==> config.mk <==
export PLATFORM = sky130hd
export DESIGN_NAME = spd_ctrl
export DESIGN_NICKNAME = d
export VERILOG_FILES = /design/src/design/spd_pkg.sv /design/src/design/spd_ctrl.sv
export SDC_FILE = /design/constraint.sdc
export NUM_CORES = 1
export LEC_CHECK = 0
export BUFFER_PORTS_ARGS = -buffer_cell sky130_fd_sc_hd__buf_2
export CELL_PAD_IN_SITES_DETAIL_PLACEMENT = 1
export CELL_PAD_IN_SITES_GLOBAL_PLACEMENT = 2
export CORE_ASPECT_RATIO = 0.7
export CORE_MARGIN = 5
export CORE_UTILIZATION = 24
export CTS_BUF_LIST = sky130_fd_sc_hd__clkbuf_16
export DETAILED_ROUTE_END_ITERATION = 8
export PLACE_DENSITY = 0.8
export SYNTH_ARGS = -nofsm -noshare
export SYNTH_HDL_FRONTEND = slang
export SYNTH_SLANG_ARGS = --single-unit
==> constraint.sdc <==
create_clock -name clock -period 4.1 [get_ports clock]
set_input_delay 0.82 -clock clock [delete_from_list [all_inputs] [get_ports clock]]
set_output_delay 0.82 -clock clock [all_outputs]
set_load 0.01 [all_outputs]
==> src/design/spd_pkg.sv <==
`timescale 1ns / 1ps
// ----------------------------------------------------------------------------
// spd_pkg
// shared types and constants of the shortest path block: field widths,
// opcodes and the command/status bundles between controller and datapath
// ----------------------------------------------------------------------------
package spd_pkg;

   // beat field widths
   localparam int VID_W    = 4;
   localparam int WIN_W    = 16;
   localparam int PATH_W   = 20;
   localparam int REQ_DW   = 32;
   localparam int RSP_DW   = 32;
   localparam int RSP_PAD  = RSP_DW - (VID_W + PATH_W + 1);

   localparam logic [PATH_W-1:0] PATH_MAX = '1;

   // opcode carried in req_tuser
   localparam logic OPC_WRITE = 1'b0;
   localparam logic OPC_RUN   = 1'b1;

   typedef struct packed {
      logic wr_weight;
      logic take_src;
      logic clr_step;
      logic init;
      logic idx_clr;
      logic scan_rd;
      logic pick;
      logic relax_rd;
      logic out_ld;
      logic out_next;
   } cmd_type;

   typedef struct packed {
      logic clr_last;
      logic src_ok;
      logic idx_last;
      logic found;
      logic step_last;
      logic rsp_taken;
   } sts_type;

endpackage

==> src/design/spd_ctrl.sv <==
`timescale 1ns / 1ps
// ----------------------------------------------------------------------------
// spd_ctrl
// sequencer: clearing pass, weight loads, scan/relax rounds and result
// readout, driving the datapath through command strobes
// ----------------------------------------------------------------------------
module spd_ctrl (
   input  logic             clock,
   input  logic             reset,
   input  logic             req_valid,
   input  logic             req_opcode,
   output logic             req_ready,
   input  spd_pkg::sts_type sts,
   output spd_pkg::cmd_type cmd
);
   import spd_pkg::*;

   typedef enum logic [3:0] {
      ST_CLEAR, ST_IDLE, ST_INIT, ST_SCAN, ST_SCAN_END, ST_DECIDE,
      ST_RELAX, ST_RELAX_END, ST_OUT_RD, ST_OUT_LD, ST_OUT_WAIT
   } state_type;

   state_type state_ff, state_in;
   logic      ready_ff;
   logic      accept;

   assign accept    = req_valid & ready_ff;
   assign req_ready = ready_ff;

   always_comb begin
      state_in = state_ff;
      cmd      = '0;
      case (state_ff)
         ST_CLEAR: begin
            cmd.clr_step = 1'b1;
            if (sts.clr_last) state_in = ST_IDLE;
         end
         ST_IDLE: begin
            if (accept) begin
               if (req_opcode == OPC_RUN) begin
                  cmd.take_src = 1'b1;
                  state_in     = ST_INIT;
               end else begin
                  cmd.wr_weight = 1'b1;
               end
            end
         end
         ST_INIT: begin
            cmd.init = 1'b1;
            state_in = sts.src_ok ? ST_SCAN : ST_OUT_RD;
         end
         ST_SCAN: begin
            cmd.scan_rd = 1'b1;
            if (sts.idx_last) state_in = ST_SCAN_END;
         end
         ST_SCAN_END: state_in = ST_DECIDE;
         ST_DECIDE: begin
            cmd.idx_clr = 1'b1;
            if (sts.found) begin
               cmd.pick = 1'b1;
               state_in = ST_RELAX;
            end else begin
               state_in = ST_OUT_RD;
            end
         end
         ST_RELAX: begin
            cmd.relax_rd = 1'b1;
            if (sts.idx_last) state_in = ST_RELAX_END;
         end
         ST_RELAX_END: begin
            cmd.idx_clr = 1'b1;
            state_in    = sts.step_last ? ST_OUT_RD : ST_SCAN;
         end
         ST_OUT_RD: state_in = ST_OUT_LD;
         ST_OUT_LD: begin
            cmd.out_ld = 1'b1;
            state_in   = ST_OUT_WAIT;
         end
         ST_OUT_WAIT: begin
            if (sts.rsp_taken) begin
               if (sts.idx_last) begin
                  state_in = ST_IDLE;
               end else begin
                  cmd.out_next = 1'b1;
                  state_in     = ST_OUT_RD;
               end
            end
         end
         default: state_in = ST_IDLE;
      endcase
   end

   always_ff @(posedge clock) begin
      if (reset) begin
         state_ff <= ST_CLEAR;
         ready_ff <= 1'b0;
      end else begin
         state_ff <= state_in;
         ready_ff <= (state_in == ST_IDLE);
      end
   end

endmodule

* Word-level counts from Yosys, hierarchy flattened
Index checks and enable logic that the tools add are counted.
Cells by class: mux-type cells 26, reductions and logical operators 2, eq/ne operators 11, bitwise operators 1
Operators by type and width (count):
- 4-bit one-hot mux with 11 select lines | 1
- 4-bit two-way mux | 10
- 4-bit by 3-bit == test with 1-bit output, second input constant | 4
- 1-bit two-way mux | 13
- 4-bit == test, second input constant | 3
- 4-bit by 1-bit == test with 1-bit output, second input constant | 2
- 4-bit by 2-bit == test with 1-bit output, second input constant | 2
- 4-bit logical NOT | 1
- 2-bit two-way mux | 2
- 2-bit OR reduction | 1
- 1-bit bitwise AND | 1
Word-level totals: logic and storage cells 42, output and inout bits 11, register bits 5

* Longest topological paths before layout
Gate-level depths: netlist (run 1).
depth after elaboration 4, depth in mapped cells 5, gate-level depth less buffers 4

* Worst setup path after synthesis (run 1)
No wires, ideal clock.
kind input port to output port, start input port sts[0] in the netlist's numbering, end output port cmd[0] in the netlist's numbering, path buffers 0, required time 3.280 ns, data arrival time 1.295 ns, stages 2, slack 1.985 ns, path through inv_1 -> nor4_1
RTL lines:
- from (decl) | line spd_ctrl.sv:13 | input spd_pkg::sts_type sts,
- to (decl) | line spd_ctrl.sv:14 | output spd_pkg::cmd_type cmd

==> results of run 1 <==
## through the flow
stage	total power, mW	std cells	setup slack [ns]
after detailed placement	0.0858	103	1.85
after CTS	0.248	107	1.63
after global routing	0.255	107	1.55
after global placement	0.0843	103	1.91
after floorplan	0.0747	65	1.98
final	0.246	107	1.63
## final timing paths
check	end	depth (start not counted)	slack, ns	startpoint
worst max-delay path	cmd[9]	3	1.63	state_ff[0]
worst min-delay path	state_ff[1]	2	0.76	state_ff[1]
worst max register to register	state_ff[0]	4	2.30	state_ff[2]
worst min register to register	state_ff[1]	2	0.76	state_ff[1]
## Yosys cell counts
cell type	n
buf_6	1
or4bb_1	1
inv_1	3
nor3_1	6
nand3b_1	2
o21ai_0	3
a2bb2oi_1	1
a21oi_2	1
or3b_2	1
nand2_1	2
a21oi_1	7
a211oi_1	2
or3_1	2
nor4_1	3
nand3_1	3
nand2b_1	5
or4b_4	1
buf_2	3
nor2_1	8
nor2b_1	3
nor4b_2	1
dfxtp_1	5
a31oi_1	1
## kinds of logic after synthesis
logic type	count (synthesis)
compound gates	15
buf+inv	7
flops	5
simple gates	38
## power groups by stage
| stage | Sequential, mW | Combinational [mW] | Clock [mW] |
|---|---|---|---|
| after floorplan | 0.0542 | 0.0205 | 0 |
| final | 0.0567 | 0.0283 | 0.161 |
| after global placement | 0.0569 | 0.0274 | 0 |
| after global routing | 0.0570 | 0.0314 | 0.166 |
| after detailed placement | 0.0572 | 0.0286 | 0 |
| after CTS | 0.0565 | 0.0288 | 0.163 |
## state kept, by name, summed over array words and instances, names as in the netlist
name,flops
state_ff,4
req_ready,1
## layer usage
layer | vias up | routed length [um]
met5 | - | 0
met4 | 0 | 21
met3 | 2 | 64
met2 | 13 | 660
met1 | 244 | 824
li1 | 278 | -
## layout make-up
class / count / area, um^2
Sequential cell: 5 / 100
Tap cell: 22 / 27.5
Multi-Input combinational cell: 53 / 317
Fill cell: 233 / 1190
Clock inverter: 1 / 3.75
Clock buffer: 3 / 75.1
Inverter: 3 / 11.3
Timing Repair Buffer: 20 / 100
## worst min-delay path, stage by stage, from the launching register on
cell	delay [ns]
dfxtp_1	0.41
a31oi_1	0.22
a21oi_1	0.07
==> qor.yml, run 1 <==
status:
  status: "finished clean"
setup_path:
  critPathCaptureType: "primary output"
  timing.critical_path.buf_inv: 1
  critical-path-max-stage-delay_ns: 0.56
  timing.critical_path.cells: "or4b_4 -> nor3_1 -> buf_2"
  critical_path_class: "reg2out"
  cp.required_ns: 3.28
  cp_top_family: "simple AND/OR/NAND/NOR gates"
  crit_path_top_delay_cell: "dfxtp_1"
  critical_path.max_fanout: 13
  setup.worst_path.start_class: "flip-flop"
  timing.critical_path.arrival_ns: 1.65
floorplan:
  rows: 13
  die_area_um2: 2880
  floorplan.die.width_um: 62.0
  floorplan.io_pins: 21
  floorplan.core_area_um2: 1820
  start_util_pct: 24.9
  die_height_um: 46.4
timing:
  layout_worst_path_cycle_share_pct: 60.2
  setup_violations: 0
  grt_setup_unrepaired: "no"
  fmax_mhz: 405
  timing.max_slew.rel_slack_pct: 61.9
  clock_skew_ns: 0.00342
  holdWs_ns: 0.757
  tightest_slew_ns: 0.571
  post-route-min-period_ns: 2.47
  final-hold-violation-count: 0
  max_slew_violation_count: 0
  fin_setup_tns_ns: 0
yosys:
  synth.area.top_cells: "dfxtp_1 (22%), a21oi_1 (7.7%), nand2b_1 (6.9%)"
  fraction_of_synthesized_cell_area_in_xor_and_xnor_cells_pct: 0
  ys_seq_area_share_pct: 22.0
  post-synth-top-area-cell: "dfxtp_1"
  synth_simple_gate_area_share_pct: 50.1
  synth.cell_area_um2: 454
  synth_fa_ha_area_share_pct: 0
  synth_seq_cells: 5
  synth.top_cell.area_share_pct: 22.0
  synthesized_area_fraction_occupied_by_ao_oa_aoi_and_oai_cells_pct: 19.6
  synthesis.nets: 75
  multiplexer_share_of_the_synthesized_area_pct: 0
  yosysUniqueCellTypes: 23
  yosysWarnings: 0
  post_synth_inst_count: 65
  synth_top_family_by_area: "simple AND/OR/NAND/NOR gates"
  synth.avg_cell_area_um2: 6.99
clock_network:
  cts.repair.resized: 0
  cts_root_buf: "clkbuf_16"
  worst_setup_hold_path_clk_slew_ns: 0.03
  clk-insertion-delay-late_ns: 0.23
  cts_tree: "done"
  cts-buffers-inserted: 3
  cts_num_sinks: 5
  cts_max_level: 1
  post_cts_buffers: 0
  cts_hold_repair.buffers: 0
  clockBufferDepth: 2
layout:
  n_antenna_cell: 0
  fraction_of_layout_instances_using_a_drive_strength_above_1_pct: 31.8
  area_growth_pct: 39.7
  finish.net_count: 96
  leading_cell_types_in_the_layout_fill_and_taps_excluded: "buf_2 (20), nor2_1 (8), a21oi_1 (7)"
  post-route-util_pct: 34.8
  layout_commonest_cell: "buf_2"
  final_cell_area_um2: 634
placed_design:
  post-dp-hpwl_mm: 1.15
  placement.cell_area_um2: 556
  globalplace.congestion: 0.712
  port_buffers: 20
job:
  timing.max_cap.violations: 0
power:
  p_sw_mw: 0.0540
  power_per_cell_area_nw_per_um2: 388
  power.sequential.fraction_pct: 23.1
  sw_frac_of_total_pct: 21.9
  internal_power_mw: 0.192
  pwr-share-comb_pct: 11.5
  cellLeakagePower_nw: 0.271
  clkPwrFrac_pct: 65.4
  power.ir.vdd_worst_v: 0.000196
global_route:
  global_routing_usage_on_met3_pct: 2.52
  grt_pass1_wl_mm: 2.51
  grt_antenna_before_repair: 0
  pin_count_of_the_biggest_net_entering_global_routing: 18
  grt_usage_pct: 12.2
  globalRouteOverflowTotal: 0
  via_count_of_the_first_global_routing_pass: 557
  globalRouteMet1Util_pct: 17.2
  busiest_layer: "met1"
  grt_util_met2_pct: 17.1
detailed_routing:
  drtPass1Iterations: 2
  route.vias.total: 537
  wl_per_cell_um: 14.7
  ant_nets: 0
  detail_route.wirelength_mm: 1.57
  vias_per_cell: 5.02
  detailedRoute.firstIterationViolations: 19
  drt_drc_violations_left: 0
worst_hold_path:
  worst_hold_path_type: "reg2reg"
No activity file was read; power rests on OpenSTA's default activity.
==> run 2, diff against run 1 <==
--- a/config.mk
+++ b/config.mk
@@ -10,10 +10,10 @@
 export CELL_PAD_IN_SITES_GLOBAL_PLACEMENT = 2
 export CORE_ASPECT_RATIO = 0.7
 export CORE_MARGIN = 5
-export CORE_UTILIZATION = 24
+export CORE_UTILIZATION = 22
 export CTS_BUF_LIST = sky130_fd_sc_hd__clkbuf_16
 export DETAILED_ROUTE_END_ITERATION = 8
-export PLACE_DENSITY = 0.8
+export PLACE_DENSITY = 0.74
 export SYNTH_ARGS = -nofsm -noshare
 export SYNTH_HDL_FRONTEND = slang
 export SYNTH_SLANG_ARGS = --single-unit
==> constraint.sdc (replaced) <==
create_clock -name clock -period 2.39 [get_ports clock]
set_input_delay 0.478 -clock clock [delete_from_list [all_inputs] [get_ports clock]]
set_output_delay 0.478 -clock clock [all_outputs]
set_load 0.01 [all_outputs]
==> run 2 against run 1 <==
Clock power rose by 66%. Global-route usage decreased by 1.1 points. Sequential share of layout area stayed put. Combinational power is 73% higher. Routed wire length shrank 2.0%. Via count increased by 1.9%. Flip-flop and latch count unchanged. Largest cell class unchanged. Highest routed layer is now met3.
==> qor.yml, run 2 (synthesis gave the netlist of run 1 again) <==
floorplan:
  floorplan.core_area_um2: 1900  # was 1820 um^2
  die_area_um2: 3090  # was 2880 um^2
  start_util_pct: 23.9  # was 24.9%
  rows: 13  # unchanged
  floorplan.die.width_um: 64.3  # was 62.0 um
  floorplan.io_pins: 21  # unchanged
  die_height_um: 48.0  # was 46.4 um
global_route:
  via_count_of_the_first_global_routing_pass: 546  # was 557
  grt_usage_pct: 11.1  # was 12.2%
  grt_antenna_before_repair: 0  # unchanged
  pin_count_of_the_biggest_net_entering_global_routing: 18  # unchanged
  grt_pass1_wl_mm: 2.57  # was 2.51 mm
  globalRouteOverflowTotal: 0  # unchanged
setup_path:
  critical-path-max-stage-delay_ns: 0.56  # about the same
  timing.critical_path.buf_inv: 1  # unchanged
  cp.required_ns: 1.91  # was 3.28 ns
  setup.worst_path.start_class: "flip-flop"  # unchanged
  cp_top_family: "simple AND/OR/NAND/NOR gates"  # unchanged
  critPathCaptureType: "primary output"  # unchanged
  timing.critical_path.arrival_ns: 1.64  # was 1.65 ns
  critical_path.max_fanout: 13  # unchanged
  timing.critical_path.cells: "or4b_4 -> nor3_1 -> buf_2"  # unchanged
  critical_path_class: "reg2out"  # unchanged
  crit_path_top_delay_cell: "dfxtp_1"  # unchanged
power:
  sw_frac_of_total_pct: 20.7  # was 21.9%
  power.sequential.fraction_pct: 23.5  # was 23.1%
  internal_power_mw: 0.329  # was 0.192 mW
  cellLeakagePower_nw: 0.271  # unchanged
  pwr-share-comb_pct: 11.9  # was 11.5%
  clkPwrFrac_pct: 64.7  # was 65.4%
  power_per_cell_area_nw_per_um2: 653  # was 388 nW/um^2
  p_sw_mw: 0.0857  # was 0.0540 mW
  power.ir.vdd_worst_v: 0.000329  # was 0.000196 V
timing:
  fmax_mhz: 473
  post-route-min-period_ns: 2.11
  clock_skew_ns: 0.00333  # was 0.00342 ns
  max_slew_violation_count: 0  # unchanged
  holdWs_ns: 0.492  # was 0.757 ns
  setup_violations: 0  # unchanged
  grt_setup_unrepaired: "no"  # unchanged
  fin_setup_tns_ns: 0  # unchanged
  timing.max_slew.rel_slack_pct: 65.0  # was 61.9%
  layout_worst_path_cycle_share_pct: 88.4
  tightest_slew_ns: 0.524  # was 0.571 ns
  final-hold-violation-count: 0  # unchanged
layout:
  layout_commonest_cell: "buf_2"  # unchanged
  area_growth_pct: 39.7  # unchanged
  leading_cell_types_in_the_layout_fill_and_taps_excluded: "buf_2 (20), nor2_1 (8), a21oi_1 (7)"  # unchanged
  n_antenna_cell: 0  # unchanged
  fraction_of_layout_instances_using_a_drive_strength_above_1_pct: 31.8  # unchanged
  top_register: "state_ff"  # unchanged
  finish.net_count: 96  # unchanged
  stdcell_count: 107  # unchanged
  largest_register_ffs: 4  # unchanged
detailed_routing:
  wl_per_cell_um: 14.4  # was 14.7 um
  drtPass1Iterations: 4  # was 2
  vias_per_cell: 5.11  # was 5.02
  route.vias.total: 547  # was 537
  detail_route.wirelength_mm: 1.54  # was 1.57 mm
  detailedRoute.firstIterationViolations: 28  # was 19
  drt_drc_violations_left: 0  # unchanged
  ant_nets: 0  # unchanged
clock_network:
  post_cts_buffers: 0  # unchanged
  cts.repair.resized: 0  # unchanged
  cts_num_sinks: 5  # unchanged
  clk-insertion-delay-late_ns: 0.23  # about the same
  cts_max_level: 1  # unchanged
  clockBufferDepth: 2  # unchanged
  cts-buffers-inserted: 3  # unchanged
  worst_setup_hold_path_clk_slew_ns: 0.03  # about the same
  cts_root_buf: "clkbuf_16"  # unchanged
  cts_hold_repair.buffers: 0  # unchanged
  cts_tree: "done"  # unchanged
placed_design:
  post-dp-hpwl_mm: 1.17  # was 1.15 mm
  port_buffers: 20  # unchanged
  globalplace.congestion: 0.698  # was 0.712
  dp_cells: 103  # unchanged
status:
  status: "finished clean"  # unchanged
worst_hold_path:
  worst_hold_path_type: "in2reg"  # was reg2reg
job:
  timing.max_cap.violations: 0  # unchanged
==> run 2: cell counts in the layout (fill, tap and decap cells not counted) <==
Identical to the previous run, type by type.
==> run 2: final cells by class <==
class	count	area, um^2
Sequential cell	5	100
Tap cell	22	27.5
Multi-Input combinational cell	53	317
Inverter	3	11.3
Clock buffer	3	75.1
Fill cell	250	1270
Timing Repair Buffer	20	100
Clock inverter	1	3.75
==> run 2: worst paths after layout <==
kind	startpoint	end	slack (ns)	cells past startpoint
hold reg to reg	state_ff[1]	state_ff[3]	0.76	3
setup reg to reg	state_ff[2]	req_ready	0.67	4
hold / removal	reset	state_ff[0]	0.49	2
setup / recovery	state_ff[0]	cmd[9]	0.28	3
==> run 2: routing by layer <==
metal | GRT usage, % | vias up | routed length, um
met2 | 15.1 | 13 | 655
met1 | 16.3 | 259 | 814
met4 | 3.66 | 0 | 0
met3 | 3.29 | 0 | 70
li1 | - | 275 | -
met5 | 0 | - | 0
==> run 2: metrics by stage <==
step	area, um^2	utilization (%)	total power [mW]	worst slack (ns)
global placement	556	29.2	0.146	0.573
CTS	634	33.3	0.418	0.274
floorplan	454	-	0.128	0.749
detailed placement	556	29.2	0.147	0.521
global route	634	33.3	0.432	0.144
finish	634	33.3	0.414	0.277
==> run 2: power by group through the flow <==
| stage | registers [mW] | logic [mW] | clock network [mW] |
|---|---|---|---|
| after global routing | 0.0980 | 0.0552 | 0.278 |
| after CTS | 0.0969 | 0.0499 | 0.271 |
| after floorplan | 0.0930 | 0.0351 | 0 |
| after detailed placement | 0.0980 | 0.0494 | 0 |
| final | 0.0973 | 0.0491 | 0.268 |
| after global placement | 0.0971 | 0.0486 | 0 |
